<file path="src/rtl/core/linear_hash_dedup_insert_top_assert.svh">
// Assertion macros for the dedup insert block
`ifndef LINEAR_HASH_DEDUP_INSERT_TOP_ASSERT_SVH
`define LINEAR_HASH_DEDUP_INSERT_TOP_ASSERT_SVH

// Antecedent implies consequent in the same cycle
`define LHD_ASSERT_NOW(label, ante, cons) \
  label: assert property (@(posedge clk) disable iff (rst) (ante) |-> (cons)) \
    else $error("check failed");

// Antecedent implies consequent in the following cycle
`define LHD_ASSERT_NEXT(label, ante, cons) \
  label: assert property (@(posedge clk) disable iff (rst) (ante) |=> (cons)) \
    else $error("check failed");

`endif

</file>
<file path="src/rtl/core/lhd_pkg.sv">
package lhd_pkg;

  localparam int MAX_BUCKETS = 64;
  localparam int SLOTS       = 8;
  localparam int KEY_W       = 31;
  localparam int SLOT_W      = 3;
  localparam int SCNT_W      = 4;
  localparam int BKT_W       = 6;
  localparam int BCNT_W      = 7;
  localparam int LVL_W       = 3;
  localparam int REC_W       = 10;
  localparam int CAP_W       = 4;
  localparam int ADDR_W      = BKT_W + SLOT_W;

  localparam logic [SCNT_W-1:0] SCAN_END = SCNT_W'(SLOTS + 1);
  localparam logic [CAP_W-1:0]  CAP_RESET = CAP_W'(8);
  localparam logic STATUS_NEW  = 1'b0;
  localparam logic STATUS_FULL = 1'b1;

  typedef enum logic [1:0] {
    ST_IDLE,
    ST_LOOK,
    ST_DECIDE,
    ST_SPLIT
  } state_t;

  typedef struct packed {
    logic accept;
    logic look;
    logic commit;
    logic split;
  } cmd_t;

  typedef struct packed {
    logic              scan_done;
    logic              dup;
    logic              full;
    logic              need_split;
    logic              out_free;
    logic [BCNT_W-1:0] bucket_count;
  } stat_t;

  function automatic logic [BKT_W-1:0] hash_key(
    input logic [KEY_W-1:0]  key,
    input logic [LVL_W-1:0]  lvl,
    input logic [BKT_W-1:0]  sp,
    input logic [BCNT_W-1:0] bc
  );
    logic [7:0] k;
    logic [7:0] h;
    k = {1'b0, key[6:0]};
    h = k & ((8'd1 << lvl) - 8'd1);
    if (h < {2'b00, sp}) begin
      h = k & ((8'd1 << ({1'b0, lvl} + 4'd1)) - 8'd1);
    end
    if (h >= {1'b0, bc}) begin
      h = 8'd0;
    end
    return h[BKT_W-1:0];
  endfunction

endpackage

</file>
<file path="src/rtl/core/lhd_ctrl.sv">
module lhd_ctrl (
  input  logic           clk,
  input  logic           rst,
  input  logic           in_valid,
  output logic           in_ready,
  input  lhd_pkg::stat_t stat,
  output lhd_pkg::cmd_t  cmd
);

  lhd_pkg::state_t state, state_next;

  always_ff @(posedge clk) begin
    if (rst) begin
      state <= lhd_pkg::ST_IDLE;
    end else begin
      state <= state_next;
    end
  end

  always_comb begin
    state_next = state;
    case (state)
      lhd_pkg::ST_IDLE: begin
        if (in_valid) state_next = lhd_pkg::ST_LOOK;
      end
      lhd_pkg::ST_LOOK: begin
        if (stat.scan_done) state_next = lhd_pkg::ST_DECIDE;
      end
      lhd_pkg::ST_DECIDE: begin
        if (stat.dup) begin
          state_next = lhd_pkg::ST_IDLE;
        end else if (stat.out_free) begin
          if (!stat.full && stat.need_split) state_next = lhd_pkg::ST_SPLIT;
          else state_next = lhd_pkg::ST_IDLE;
        end
      end
      lhd_pkg::ST_SPLIT: begin
        if (stat.scan_done) state_next = lhd_pkg::ST_IDLE;
      end
      default: state_next = lhd_pkg::ST_IDLE;
    endcase
  end

  always_comb begin
    cmd = '0;
    in_ready = 1'b0;
    case (state)
      lhd_pkg::ST_IDLE: begin
        in_ready = 1'b1;
        cmd.accept = in_valid;
      end
      lhd_pkg::ST_LOOK:   cmd.look = 1'b1;
      lhd_pkg::ST_DECIDE: cmd.commit = !stat.dup && stat.out_free;
      lhd_pkg::ST_SPLIT:  cmd.split = 1'b1;
      default: ;
    endcase
  end

endmodule

</file>
<file path="config.mk">
export PLATFORM = sky130hd
export DESIGN_NAME = lhd_ctrl
export DESIGN_NICKNAME = d
export VERILOG_FILES = /design/src/rtl/core/linear_hash_dedup_insert_top_assert.svh /design/src/rtl/core/lhd_pkg.sv /design/src/rtl/core/lhd_ctrl.sv
export SDC_FILE = /design/constraint.sdc
export NUM_CORES = 1
export LEC_CHECK = 0
export ABC_AREA = 0
export BUFFER_PORTS_ARGS = -buffer_cell sky130_fd_sc_hd__buf_2
export CORE_AREA = 2 2 39 41
export CTS_CLUSTER_DIAMETER = 60
export DETAILED_ROUTE_END_ITERATION = 7
export DIE_AREA = 0 0 41 43
export PLACE_DENSITY = 0.41
export SLEW_MARGIN = 20
export SYNTH_ARGS = -nofsm -noshare
export SYNTH_HDL_FRONTEND = slang
export SYNTH_SLANG_ARGS = --single-unit
</file>
<file path="constraint.sdc">
create_clock -name clk -period 1.09 [get_ports clk]
set_clock_uncertainty 0.1 [all_clocks]
set_input_delay 0.327 -clock clk [delete_from_list [all_inputs] [get_ports clk]]
set_output_delay 0.327 -clock clk [all_outputs]
set_load 0.01 [all_outputs]
</file>
==> metrics.yaml <==
status: "finished with violations"
violations: "negative setup slack"
ir_drop_uv: 246
netlist_area_sq_um: 149
core_sq_um: 1380
reg_top3: "state: 2 flops"
p_per_area_nw_per_um2: 1050
dieArea_sq_um: 1760
required_ps: 660
hold_viol: 0
cts-root-buf: "clkbuf_4"
r2r-start: "state[1]"
yosys.area.top_type: "dfxtp_1"
ff2ff_path_depth: 5
fin_ws_ps: -319
rows: 14
ys_ff_latch: 2
stdcell_count: 53
critPathKind: "flop to primary output"
post-route-min-period_ps: 1410
synth_cell_type_count: 14
worst_pin_slew_ps: 148
ys_seq_area_frac: 0.269
power_leakage_nw: 0.150
crit_fanout: 7
vias: 186
avgSynthCellArea_sq_um: 8.27
largest_reg_flops: 2
met3WireLength_microns: 25
antenna_found_initial: 0
grt_pass1_vias: 177
cts_buffer_depth: 2
ys_warn_count: 0
max_freq_mhz: 710
arrival_ps: 980
startpoint: "state[0]"
hp-start: "rst"
clk_latency_ps: 220
postSynthCellCount: 18
holdBufCountCts: 0
setup_viol_count_final: 5
grt_pass1_wl_microns: 627
start_util: 0.108
dr.pass1.iters: 1
max-slew-margin-rel: 0.901
grt.total_usage: 0.0581
holdPathEnd: "state[0]"
regMostFlops: "state"
placed_area_sq_um: 251
htree_levels: 1
cts_made_buffers: 3
drc: 0
dp.cells: 49
top_layer_used: "met3"
routed_wl_microns: 436
fillers: 160
hp-class: "input port to flop"
syn_nets: 33
antenna_cells: 0
met2_length_microns: 227
clock-sinks: 2
stdcell_area_sq_um: 308
port_buffers: 12
whs_ps: 173
multi_input_area_sq_um: 101
die_h_microns: 43
yosysTopAreaCellShare: 0.269
cts_tree: "built"
r2r_slack_ps: 0
r2r-end: "state[0]"
area_growth_pct: 107
layout.nets: 54
hold_depth: 2
path_clk_slew_ps: 30
place_ws_ps: -211
via_per_inst: 3.51
cp-start-kind: "flop"
io_pins: 20
drive_gt1_frac: 0.730
overflow: 0
worstSetupEndpointType: "primary output"
drv_cap: 0
hpwl_microns: 343
rsz0062_at_grt: "yes"
final_common_cell: "buf_2"
drtIter0Drc: 0
drtAntennaViolNets: 0
synth_area_leaders: "dfxtp_1, and4bb_4, nor3b_2"
seqCellArea_sq_um: 47.5
die_width_microns: 41
wl_per_cell_microns: 8.23
grt_max_degree: 8
drv_slew: 0
post-route-period-util: 1.29
globalplace.congestion: 0.661
final_cell_mix: "buf_2, buf_4, clkbuf_4, buf_6"
drt-met1-wl_microns: 183
logic make-up after synthesis:
logic type / synth area share
compound gates: 0.185
buf+inv: 0.0504
flops: 0.269
simple gates: 0.496
report_power, final:
group          switching [mW]  total (mW)  internal [mW]
combinational          0.0286      0.0750         0.0464
sequential            0.00850      0.0857         0.0772
clock                  0.0406       0.162          0.121
synthesized netlist by cell type:
master / n
and2b_2: 1
o211ai_1: 1
and2_2: 1
and2b_1: 1
dfxtp_1: 2
inv_1: 2
nor2_1: 2
a21oi_1: 1
nor3b_2: 1
nand2_2: 1
a31oi_1: 1
nand2_1: 2
a21oi_2: 1
and4bb_4: 1
through the flow:
| stage | power, mW | utilization | TNS [ps] |
|---|---|---|---|
| 6_report | 0.323 | 0.222 | -1210 |
| 5_1_grt | 0.351 | 0.222 | -1430 |
| 4_1_cts | 0.337 | 0.222 | -1320 |
| 3_5_place_dp | 0.153 | 0.182 | -589 |
| 3_3_place_gp | 0.153 | 0.182 | -577 |
| 2_1_floorplan | 0.116 | - | -0.888 |
worst max-delay path by stage:
stage | end | slack (ps) | depth (start not counted)
global placement | cmd[1] | -210 | 3
CTS | cmd[1] | -340 | 2
global route | cmd[1] | -350 | 2
detailed placement | cmd[1] | -210 | 3
finish | cmd[1] | -320 | 2
floorplan | cmd[1] | -0.9 | 1
area by class of cell:
cell class              instances  area share
clock buffers                   3      0.0732
inverters                       2      0.0244
multi-input cells              14       0.329
flip-flops and latches          2       0.154
well taps                      16      0.0650
repair buffers                 16       0.354
critical path, stage by stage, from the launching register on:
cell	delay, ps
dfxtp_4	350
and4bb_4	300
buf_6	100
timing repair:
action,in CTS,in global routing
hold endpoints to repair,0,0
setup buffers,1,0
cloned,0,0
pin swaps,3,1
gates resized for setup,7,0
endpoints found under the setup margin,6,6
routing by layer:
layer  global-route usage  vias to the layer above
li1                     -                       99
met1               0.0703                       79
met2               0.0656                        8
met3               0.0157                        0
met4               0.0800                        0
met5                    0                        -
No activity file was read; power rests on OpenSTA's default activity.
